==> config.mk <==
export PLATFORM = sky130hd
export DESIGN_NAME = ieee_float_hex_string_formatter_core
export DESIGN_NICKNAME = d
export VERILOG_FILES = /design/src/rtl/core/ihf_pkg.sv /design/src/rtl/core/ihf_ctrl.sv /design/src/rtl/core/ihf_datapath.sv /design/src/rtl/core/ieee_float_hex_string_formatter_core.sv
export VERILOG_INCLUDE_DIRS = /design/src /design/src/rtl/core
export SDC_FILE = /design/constraint.sdc
export NUM_CORES = 1
export LEC_CHECK = 0
export ABC_AREA = 1
export ABC_CLOCK_PERIOD_IN_PS = 2540
export BUFFER_PORTS_ARGS = -buffer_cell sky130_fd_sc_hd__buf_2
export CAP_MARGIN = 10
export CORE_MARGIN = 5
export CORE_UTILIZATION = 50
export CTS_BUF_LIST = sky130_fd_sc_hd__clkbuf_8
export CTS_CLUSTER_SIZE = 8
export DETAILED_ROUTE_END_ITERATION = 12
export PLACE_DENSITY = 0.73
export SYNTH_ARGS = -nofsm -noshare
export SYNTH_HDL_FRONTEND = slang
export SYNTH_SLANG_ARGS = --single-unit
==> constraint.sdc <==
create_clock -name clk -period 2.54 [get_ports clk]
set_input_delay 0.508 -clock clk [delete_from_list [all_inputs] [get_ports clk]]
set_output_delay 0.508 -clock clk [all_outputs]
set_load 0.05 [all_outputs]
==> src/rtl/core/ieee_float_hex_string_formatter_core_assert.svh <==
// assertion macros shared by the hex float formatter modules
// no dependencies; taken in by the controller and the datapath
`ifndef IEEE_FLOAT_HEX_STRING_FORMATTER_CORE_ASSERT_SVH
`define IEEE_FLOAT_HEX_STRING_FORMATTER_CORE_ASSERT_SVH

// same-cycle implication, checked outside reset
`define IHF_ASSERT_IMP(label, ck, rs, ante, cons, msg) \
  label: assert property (@(posedge ck) disable iff (rs) (ante) |-> (cons)) \
    else $error(msg);

// next-cycle implication, checked outside reset
`define IHF_ASSERT_NXT(label, ck, rs, ante, cons, msg) \
  label: assert property (@(posedge ck) disable iff (rs) (ante) |=> (cons)) \
    else $error(msg);

`endif

==> src/rtl/core/ihf_pkg.sv <==
// types, constants and character helpers for the hex float formatter
// no dependencies; imported by ihf_ctrl, ihf_datapath and the top level
`default_nettype none

package ihf_pkg;

  // field widths
  localparam int unsigned SIG_W  = 52;
  localparam int unsigned EXP_W  = 11;
  localparam int unsigned BCD_W  = 16;
  localparam int unsigned CHAR_W = 7;

  // binary to bcd conversion takes one step per exponent bit
  localparam logic [3:0] CONV_STEPS = 4'd11;

  // exponent biases and subnormal exponent magnitudes
  localparam logic [EXP_W-1:0] BIAS_SP    = 11'd127;
  localparam logic [EXP_W-1:0] BIAS_DP    = 11'd1023;
  localparam logic [EXP_W-1:0] SUB_MAG_SP = 11'd126;
  localparam logic [EXP_W-1:0] SUB_MAG_DP = 11'd1022;

  // fixed ascii characters
  localparam logic [CHAR_W-1:0] CH_MINUS = 7'h2d;
  localparam logic [CHAR_W-1:0] CH_DOT   = 7'h2e;
  localparam logic [CHAR_W-1:0] CH_ZERO  = 7'h30;
  localparam logic [CHAR_W-1:0] CH_ONE   = 7'h31;
  localparam logic [CHAR_W-1:0] CH_P     = 7'h70;
  localparam logic [CHAR_W-1:0] CH_X     = 7'h78;

  // sequencer states
  typedef enum logic [3:0] {
    S_IDLE,
    S_CONV,
    S_SIGN,
    S_ZERO,
    S_X,
    S_LEAD,
    S_DOT,
    S_FRAC,
    S_P,
    S_EMINUS,
    S_EXP,
    S_WORD
  } state_t;

  // character source selected by the controller
  typedef enum logic [3:0] {
    SEL_MINUS,
    SEL_ZERO,
    SEL_X,
    SEL_LEAD,
    SEL_DOT,
    SEL_FRAC,
    SEL_P,
    SEL_EXP,
    SEL_WORD
  } char_sel_t;

  // controller to datapath commands
  typedef struct packed {
    logic      load;
    logic      conv;
    logic      align;
    logic      emit;
    logic      last;
    char_sel_t sel;
  } ctrl_cmd_t;

  // datapath to controller status
  typedef struct packed {
    logic out_free;
    logic conv_done;
    logic neg;
    logic is_nan;
    logic is_inf;
    logic exp_neg;
    logic frac_last;
    logic exp_last;
    logic word_last;
  } dp_status_t;

  // lowercase hex digit
  function automatic logic [CHAR_W-1:0] hex_char(input logic [3:0] v);
    logic [CHAR_W-1:0] ext;
    ext = {3'b000, v};
    if (v < 4'd10) begin
      return CH_ZERO + ext;
    end else begin
      return 7'h57 + ext;
    end
  endfunction

  // characters of the words NaN and Infinity
  function automatic logic [CHAR_W-1:0] word_char(input logic nan, input logic [2:0] idx);
    logic [CHAR_W-1:0] c;
    c = CH_ZERO;
    if (nan) begin
      case (idx)
        3'd0:    c = 7'h4e;
        3'd1:    c = 7'h61;
        3'd2:    c = 7'h4e;
        default: c = CH_ZERO;
      endcase
    end else begin
      case (idx)
        3'd0:    c = 7'h49;
        3'd1:    c = 7'h6e;
        3'd2:    c = 7'h66;
        3'd3:    c = 7'h69;
        3'd4:    c = 7'h6e;
        3'd5:    c = 7'h69;
        3'd6:    c = 7'h74;
        3'd7:    c = 7'h79;
        default: c = CH_ZERO;
      endcase
    end
    return c;
  endfunction

endpackage

`default_nettype wire

==> src/rtl/core/ihf_ctrl.sv <==
// sequencer for the hex float formatter: walks the parts of the text
// depends on ihf_pkg and the assertion macro header
`default_nettype none

`include "ieee_float_hex_string_formatter_core_assert.svh"

module ihf_ctrl (
  input  wire logic               clk,
  input  wire logic               rst,
  input  wire logic               value_valid,
  output logic                    value_stall,
  input  wire ihf_pkg::dp_status_t stat,
  output ihf_pkg::ctrl_cmd_t      cmd
);
  import ihf_pkg::*;

  state_t state;
  state_t state_next;

  // state register
  always_ff @(posedge clk) begin
    if (rst) begin
      state <= S_IDLE;
    end else begin
      state <= state_next;
    end
  end

  // next state and commands
  always_comb begin
    state_next  = state;
    cmd         = '0;
    cmd.sel     = SEL_ZERO;
    value_stall = 1'b1;
    case (state)
      S_IDLE: begin
        value_stall = 1'b0;
        if (value_valid) begin
          cmd.load   = 1'b1;
          state_next = S_CONV;
        end
      end
      S_CONV: begin
        if (!stat.conv_done) begin
          cmd.conv = 1'b1;
        end else begin
          cmd.align = 1'b1;
          if (stat.is_nan) begin
            state_next = S_WORD;
          end else if (stat.neg) begin
            state_next = S_SIGN;
          end else if (stat.is_inf) begin
            state_next = S_WORD;
          end else begin
            state_next = S_ZERO;
          end
        end
      end
      S_SIGN: begin
        cmd.sel  = SEL_MINUS;
        cmd.emit = stat.out_free;
        if (stat.out_free) begin
          state_next = stat.is_inf ? S_WORD : S_ZERO;
        end
      end
      S_ZERO: begin
        cmd.sel  = SEL_ZERO;
        cmd.emit = stat.out_free;
        if (stat.out_free) begin
          state_next = S_X;
        end
      end
      S_X: begin
        cmd.sel  = SEL_X;
        cmd.emit = stat.out_free;
        if (stat.out_free) begin
          state_next = S_LEAD;
        end
      end
      S_LEAD: begin
        cmd.sel  = SEL_LEAD;
        cmd.emit = stat.out_free;
        if (stat.out_free) begin
          state_next = S_DOT;
        end
      end
      S_DOT: begin
        cmd.sel  = SEL_DOT;
        cmd.emit = stat.out_free;
        if (stat.out_free) begin
          state_next = S_FRAC;
        end
      end
      S_FRAC: begin
        cmd.sel  = SEL_FRAC;
        cmd.emit = stat.out_free;
        if (stat.out_free && stat.frac_last) begin
          state_next = S_P;
        end
      end
      S_P: begin
        cmd.sel  = SEL_P;
        cmd.emit = stat.out_free;
        if (stat.out_free) begin
          state_next = stat.exp_neg ? S_EMINUS : S_EXP;
        end
      end
      S_EMINUS: begin
        cmd.sel  = SEL_MINUS;
        cmd.emit = stat.out_free;
        if (stat.out_free) begin
          state_next = S_EXP;
        end
      end
      S_EXP: begin
        cmd.sel  = SEL_EXP;
        cmd.emit = stat.out_free;
        cmd.last = stat.exp_last;
        if (stat.out_free && stat.exp_last) begin
          state_next = S_IDLE;
        end
      end
      S_WORD: begin
        cmd.sel  = SEL_WORD;
        cmd.emit = stat.out_free;
        cmd.last = stat.word_last;
        if (stat.out_free && stat.word_last) begin
          state_next = S_IDLE;
        end
      end
      default: begin
        state_next = S_IDLE;
      end
    endcase
  end

  // checks
  `IHF_ASSERT_NXT(a_load_to_conv, clk, rst, cmd.load, state == S_CONV, "load must start conversion")
  `IHF_ASSERT_NXT(a_conv_holds, clk, rst, (state == S_CONV) && !stat.conv_done, state == S_CONV, "conversion left early")
  `IHF_ASSERT_NXT(a_last_ends, clk, rst, cmd.emit && cmd.last, state == S_IDLE, "last character did not end the text")

endmodule

`default_nettype wire

==> src/rtl/core/ihf_datapath.sv <==
// datapath of the hex float formatter: decode, bcd conversion, output register
// depends on ihf_pkg and the assertion macro header
`default_nettype none

`include "ieee_float_hex_string_formatter_core_assert.svh"

module ihf_datapath (
  input  wire logic                        clk,
  input  wire logic                        rst,
  input  wire logic                        cfg_write,
  input  wire logic                        precision_mode,
  input  wire logic [63:0]                 value_bits,
  input  wire ihf_pkg::ctrl_cmd_t          cmd,
  output ihf_pkg::dp_status_t              stat,
  output logic                             char_valid,
  input  wire logic                        char_stall,
  output logic [ihf_pkg::CHAR_W-1:0]       char_code,
  output logic                             last_char
);
  import ihf_pkg::*;

  logic             mode;
  logic             neg;
  logic             is_nan;
  logic             is_inf;
  logic             lead_one;
  logic             exp_neg;
  logic [SIG_W-1:0] sig;
  logic [EXP_W-1:0] bin;
  logic [BCD_W-1:0] bcd;
  logic [3:0]       conv_cnt;
  logic [1:0]       dcnt;
  logic [2:0]       widx;

  // decode of the incoming value
  logic             d_neg;
  logic [EXP_W-1:0] d_exp;
  logic             d_exp_max;
  logic             d_frac_zero;
  logic [SIG_W-1:0] d_sig;
  logic [EXP_W-1:0] d_bias;
  logic [EXP_W-1:0] d_sub_mag;
  logic [EXP_W:0]   d_diff;
  logic [EXP_W-1:0] d_mag;
  logic             d_exp_neg;

  // conversion and emission helpers
  logic [BCD_W-1:0]  bcd_adj;
  logic [CHAR_W-1:0] ch;

  // mode register
  always_ff @(posedge clk) begin
    if (rst) begin
      mode <= 1'b0;
    end else if (cfg_write) begin
      mode <= precision_mode;
    end
  end

  // field split by precision
  always_comb begin
    if (mode) begin
      d_neg       = value_bits[63];
      d_exp       = value_bits[62:52];
      d_exp_max   = &value_bits[62:52];
      d_frac_zero = (value_bits[51:0] == '0);
      d_sig       = value_bits[51:0];
      d_bias      = BIAS_DP;
      d_sub_mag   = SUB_MAG_DP;
    end else begin
      d_neg       = value_bits[31];
      d_exp       = {3'b000, value_bits[30:23]};
      d_exp_max   = &value_bits[30:23];
      d_frac_zero = (value_bits[22:0] == '0);
      d_sig       = {value_bits[22:0], 29'd0};
      d_bias      = BIAS_SP;
      d_sub_mag   = SUB_MAG_SP;
    end
    d_diff = {1'b0, d_exp} - {1'b0, d_bias};
    if (d_exp == '0) begin
      d_exp_neg = !d_frac_zero;
      d_mag     = d_frac_zero ? '0 : d_sub_mag;
    end else begin
      d_exp_neg = d_diff[EXP_W];
      d_mag     = d_diff[EXP_W] ? (~d_diff[EXP_W-1:0] + 11'd1) : d_diff[EXP_W-1:0];
    end
  end

  // add three to every bcd digit of five or more
  always_comb begin
    for (int i = 0; i < BCD_W / 4; i++) begin
      bcd_adj[i*4 +: 4] = (bcd[i*4 +: 4] >= 4'd5) ? (bcd[i*4 +: 4] + 4'd3) : bcd[i*4 +: 4];
    end
  end

  // working registers
  always_ff @(posedge clk) begin
    if (cmd.load) begin
      neg      <= d_neg;
      is_nan   <= d_exp_max && !d_frac_zero;
      is_inf   <= d_exp_max && d_frac_zero;
      lead_one <= (d_exp != '0);
      exp_neg  <= d_exp_neg;
      sig      <= d_sig;
      bin      <= d_mag;
      bcd      <= '0;
      dcnt     <= '0;
      widx     <= '0;
    end else begin
      if (cmd.conv) begin
        {bcd, bin} <= {bcd_adj[BCD_W-2:0], bin, 1'b0};
      end
      // drop leading zero digits of the exponent
      if (cmd.align) begin
        if (bcd[15:12] != '0) begin
          dcnt <= 2'd3;
        end else if (bcd[11:8] != '0) begin
          bcd  <= {bcd[11:0], 4'd0};
          dcnt <= 2'd2;
        end else if (bcd[7:4] != '0) begin
          bcd  <= {bcd[7:0], 8'd0};
          dcnt <= 2'd1;
        end else begin
          bcd  <= {bcd[3:0], 12'd0};
          dcnt <= 2'd0;
        end
      end
      if (cmd.emit && (cmd.sel == SEL_FRAC)) begin
        sig <= {sig[SIG_W-5:0], 4'd0};
      end
      if (cmd.emit && (cmd.sel == SEL_EXP)) begin
        bcd  <= {bcd[BCD_W-5:0], 4'd0};
        dcnt <= dcnt - 2'd1;
      end
      if (cmd.emit && (cmd.sel == SEL_WORD)) begin
        widx <= widx + 3'd1;
      end
    end
  end

  // conversion step counter
  always_ff @(posedge clk) begin
    if (rst || cmd.load) begin
      conv_cnt <= '0;
    end else if (cmd.conv) begin
      conv_cnt <= conv_cnt + 4'd1;
    end
  end

  // character select
  always_comb begin
    case (cmd.sel)
      SEL_MINUS: ch = CH_MINUS;
      SEL_ZERO:  ch = CH_ZERO;
      SEL_X:     ch = CH_X;
      SEL_LEAD:  ch = lead_one ? CH_ONE : CH_ZERO;
      SEL_DOT:   ch = CH_DOT;
      SEL_FRAC:  ch = hex_char(sig[SIG_W-1 -: 4]);
      SEL_P:     ch = CH_P;
      SEL_EXP:   ch = hex_char(bcd[BCD_W-1 -: 4]);
      SEL_WORD:  ch = word_char(is_nan, widx);
      default:   ch = CH_ZERO;
    endcase
  end

  // output register
  always_ff @(posedge clk) begin
    if (rst) begin
      char_valid <= 1'b0;
    end else if (cmd.emit) begin
      char_valid <= 1'b1;
    end else if (!char_stall) begin
      char_valid <= 1'b0;
    end
  end

  always_ff @(posedge clk) begin
    if (cmd.emit) begin
      char_code <= ch;
      last_char <= cmd.last;
    end
  end

  // status to the controller
  always_comb begin
    stat.out_free  = !char_valid || !char_stall;
    stat.conv_done = (conv_cnt == CONV_STEPS);
    stat.neg       = neg;
    stat.is_nan    = is_nan;
    stat.is_inf    = is_inf;
    stat.exp_neg   = exp_neg;
    stat.frac_last = (sig[SIG_W-5:0] == '0);
    stat.exp_last  = (dcnt == 2'd0);
    stat.word_last = is_nan ? (widx == 3'd2) : (widx == 3'd7);
  end

  // checks
  `IHF_ASSERT_IMP(a_conv_bound, clk, rst, cmd.conv, conv_cnt < CONV_STEPS, "conversion ran too long")
  `IHF_ASSERT_NXT(a_align_lead, clk, rst, cmd.align, (dcnt == 2'd0) || (bcd[15:12] != 4'd0), "exponent not aligned")
  `IHF_ASSERT_NXT(a_emit_valid, clk, rst, cmd.emit, char_valid, "emitted character not presented")

endmodule

`default_nettype wire

==> src/rtl/core/ieee_float_hex_string_formatter_core.sv <==
// IEEE single/double to hexadecimal floating-point text, one character per transfer.
//
// Channels: value_valid/value_stall/value_bits take one raw bit pattern; the
// text leaves on char_valid/char_stall with char_code and last_char, where
// last_char marks the final character. cfg_valid/cfg_ready/precision_mode
// writes the mode (0 single on bits 31..0, 1 double); cfg_ready is always high,
// and the mode should only be changed while no text is in flight.
// Flow: a value is taken while the sequencer is idle, then the exponent goes through an
// 11-step binary to bcd converter plus an alignment step, then one character
// is produced per cycle while the output does not stall. A new value is taken
// only once the whole text of N characters (3 to 24) has been produced.
// A stall on the output holds the current character in the output register and
// freezes the sequencer; value_stall stays high until the text is complete.
// Reset (rst, synchronous) returns the sequencer to idle, empties the output
// register and sets the mode to single precision.
// depends on ihf_pkg, ihf_ctrl and ihf_datapath
`default_nettype none

module ieee_float_hex_string_formatter_core (
  input  wire logic        clk,
  input  wire logic        rst,
  input  wire logic        cfg_valid,
  output logic             cfg_ready,
  input  wire logic        precision_mode,
  input  wire logic        value_valid,
  output logic             value_stall,
  input  wire logic [63:0] value_bits,
  output logic             char_valid,
  input  wire logic        char_stall,
  output logic [6:0]       char_code,
  output logic             last_char
);
  import ihf_pkg::*;

  ctrl_cmd_t  cmd;
  dp_status_t stat;

  // mode register is always writable
  assign cfg_ready = 1'b1;

  // sequencer
  ihf_ctrl u_ctrl (
    .clk         (clk),
    .rst         (rst),
    .value_valid (value_valid),
    .value_stall (value_stall),
    .stat        (stat),
    .cmd         (cmd)
  );

  // datapath
  ihf_datapath u_datapath (
    .clk            (clk),
    .rst            (rst),
    .cfg_write      (cfg_valid && cfg_ready),
    .precision_mode (precision_mode),
    .value_bits     (value_bits),
    .cmd            (cmd),
    .stat           (stat),
    .char_valid     (char_valid),
    .char_stall     (char_stall),
    .char_code      (char_code),
    .last_char      (last_char)
  );

endmodule

`default_nettype wire

==> flow_summary_export.csv <==
group,metric,value,unit
run_status,outcome,"finished, final reports clean",
detailed_routing,drt_wl_total,17300,um
layout,nFillCells,1345,
clock_tree,clkTransAtPathRegs,0.07,ns
sta,hold_viol,0,
floorplanning,rows,44,
detailed_routing,drc,0,
detailed_routing,wl_per_cell,14.1,um
sta,worstMarginPinSlew,0.625,ns
global_routing,track_usage,21.1,%
synthesis,syn_nets,1034,
setup_path,critPathLaunch,"u_datapath.mode",
synthesis,synth_warnings,0,
setup_path,r2r-end,"u_datapath.bin[9]",
layout,final_cell_mix,"173 x nand2_1, 160 x inv_1, 83 x o21ai_0",
min_path,hold_class,"in2reg",
setup_path,worstRegToRegCells,16,
global_routing,met3_usage,4.63,%
detailed_routing,vias_per_cell,5.36,
layout,postLayoutCoreUtil,58.1,%
synthesis,yosysTopAreaCellShare,31.2,%
placement,place.gp.congestion,0.935,
floorplanning,chipHeight,131,um
global_routing,grt_use_met2,32.9,%
synthesis,ys_dominant_reg_cell,"edfxtp_1",
clock_tree,cts_tree,"done",
setup_path,crit_type,"reg2reg",
clock_tree,root_buffer,"clkbuf_8",
global_routing,first_global_vias,6086,
floorplanning,fp.coreArea,0.0145,mm^2
layout,antennaDiodeCount,0,
synthesis,synth_area_per_cell,7.77,um^2
placement,portBuffers,79,
global_routing,grt.busiest_layer,"met2",
clock_tree,clock_path_buffers,2,
power_and_ir_drop,finalPower,8.10,mW
clock_tree,postCtsSetupBuffers,0,
floorplanning,die-area,0.0172,mm^2
setup_path,cp-start-kind,"flop",
synthesis,ys_seq_elements,113,
synthesis,yosysSeqAreaShare,41.3,%
synthesis,synth_cell_types,55,
global_routing,gr-usage-met1,29.6,%
clock_tree,h-tree-depth,4,
layout,area_growth,14.8,%
setup_path,cp-endpoint,"u_datapath.bin[9]",
synthesis,synth_area_leaders,"edfxtp_1 31%, dfxtp_1 10%, nand2_1 9.0%",
power_and_ir_drop,leakagePower,3.74,nW
floorplanning,ios,81,
placement,dp_cells,1196,
detailed_routing,drt_iter0_markers,549,
synthesis,syn-cell-area,0.00733,mm^2
global_routing,grt_remaining_overflow,0,
layout,instances_no_fill,1228,
floorplanning,initial_core_util,50.6,%
detailed_routing,ant_nets,0,
global_routing,grt_max_degree,42,
detailed_routing,firstDrtPassIters,5,
clock_tree,cts_buffers,17,
setup_path,arrival,2.51,ns
setup_path,worstPathRequired,2.74,ns
synthesis,synthArstFlopShare,0,%
layout,design_area,0.00841,mm^2
layout,final-seq-area,0.00302,mm^2
placement,placed_cell_area,0.00798,mm^2
setup_path,endpoint_kind,"flop",
power_and_ir_drop,p_per_area,964,mW/mm^2
setup_path,reg2reg_slack,0.23,ns
sta,finalSetupViolCount,0,
sta,drv_slew,0,
floorplanning,die_x,131,um
sta,finalCritPeriodShare,91.0,%
global_routing,grt_pass1_wl,28600,um
sta,finalClockSkew,0.0113,ns
sta,min_period,2.31,ns
synthesis,synth_edf_count,76,
detailed_routing,num_vias,6585,
placement,dp_hpwl,13300,um
clock_tree,cts.sinks,113,
clock_tree,clock_latency,0.45,ns
layout,multi_input_area,0.00350,mm^2
run,maxCapViolCount,0,
synthesis,synthCells,943,
layout,nets,1122,
layout,layout_commonest_cell,"nand2_1",
sta,max_clock_freq,433,MHz
power_and_ir_drop,ir_worst_vdd,584,uV
sta,tns,0,ns
setup_path,r2r-start,"u_datapath.mode",
sta,slew_headroom,58.2,%
setup_path,cp_max_fo,14,
synthesis,yosysTopAreaCell,"edfxtp_1",
global_routing,antenna_found_initial,0,
sta,rsz0062_at_grt,"no",
layout,drive_gt1_share,20.3,%
-- cell families (layout without fill, tap and decap cells) --
logic type,count (synthesis),after routing,share of synthesized area [%]
adder cells (fa/ha/maj),21,21,3.59
multiplexers,1,1,0.205
buffers and inverters,205,306,11.2
AO/OA/AOI/OAI,200,200,16.8
XOR/XNOR,10,10,1.20
other,1,1,0.0512
flip-flops,113,113,41.3
AND/OR/NAND/NOR,392,392,25.7
-- how the worst min path moves through the flow --
stage | end | slack, ns | start | cells after the start
floorplan | u_datapath.conv_cnt[1] | 0.46 | u_datapath.conv_cnt[1] | 2
global placement | u_datapath.conv_cnt[1] | 0.48 | u_datapath.conv_cnt[1] | 2
detailed placement | u_datapath.conv_cnt[1] | 0.48 | u_datapath.conv_cnt[1] | 2
CTS | u_datapath.mode | 0.24 | rst | 2
global route | u_datapath.mode | 0.25 | rst | 2
finish | u_datapath.mode | 0.28 | rst | 2
-- synth_stat cells (20+ instances only) --
| master | instances |
|---|---|
| nand2_1 | 175 |
| inv_1 | 160 |
| o21ai_0 | 83 |
| edfxtp_1 | 76 |
| nor2_1 | 73 |
| nand3_1 | 46 |
| dfxtp_1 | 37 |
| a21oi_1 | 31 |
| o211ai_1 | 29 |
| ha_1 | 21 |
| nand2_2 | 21 |
| o22ai_1 | 20 |
-- timing repair --
item | in CTS | in global routing
endpoints found under the setup margin | 0 | 3
resized for setup | 0 | 3
hold buffers | 0 | 0
-- layer usage --
metal  vias up  wire, um
met5         -         0
met2       185      7980
met3        23      1050
met4         0       296
met1      3035      7990
li1       3342         -
-- registers in the layout (all words and copies together) (netlist names), named ones only --
name and cells:
u_ctrl.state 4, u_datapath.bcd 16, u_datapath.bin 11, u_datapath.char_code 7, u_datapath.char_valid 1, u_datapath.conv_cnt 4
u_datapath.dcnt 2, u_datapath.exp_neg 1, u_datapath.is_inf 1, u_datapath.is_nan 1, u_datapath.last_char 1, u_datapath.lead_one 1
u_datapath.mode 1, u_datapath.neg 1, u_datapath.sig 52, u_datapath.widx 3
-- cell type report --
type,count,area share [%]
flip-flops and latches,113,36.0
multi-input cells,625,41.7
well taps,184,2.74
inverters,178,7.98
clock buffers,17,2.78
repair buffers,96,6.67
clock inverters,15,2.20
-- through the flow --
| step | setup slack [ns] | hold slack, ns |
|---|---|---|
| final | 0.229 | 0.278 |
| after global routing | 0.0399 | 0.245 |
| after CTS | 0.177 | 0.245 |
| after detailed placement | 0.0208 | 0.480 |
| after global placement | 0.0992 | 0.477 |
| after floorplan | 0.176 | 0.462 |
-- power breakdown --
part	leakage, nW	internal (mW)	switching [mW]
combinational	2.51	1.04	2.22
sequential	1.02	2.79	0.256
clock	0.207	0.980	0.815
-- worst max-delay path: stages (launching register included) --
cell     delay, ns
dfxtp_2       0.34
inv_2         0.08
buf_4         0.25
nand2_2       0.09
nand2_4       0.09
inv_1         0.05
ha_1          0.29
inv_1         0.07
nand2_1       0.06
a21oi_2       0.15
nand3_2       0.11
nor2_2        0.17
nand2_1       0.10
nand2_1       0.07
nand2_1       0.05
nand3_1       0.06
a21oi_1       0.06
(Power assumes the default switching activity.)
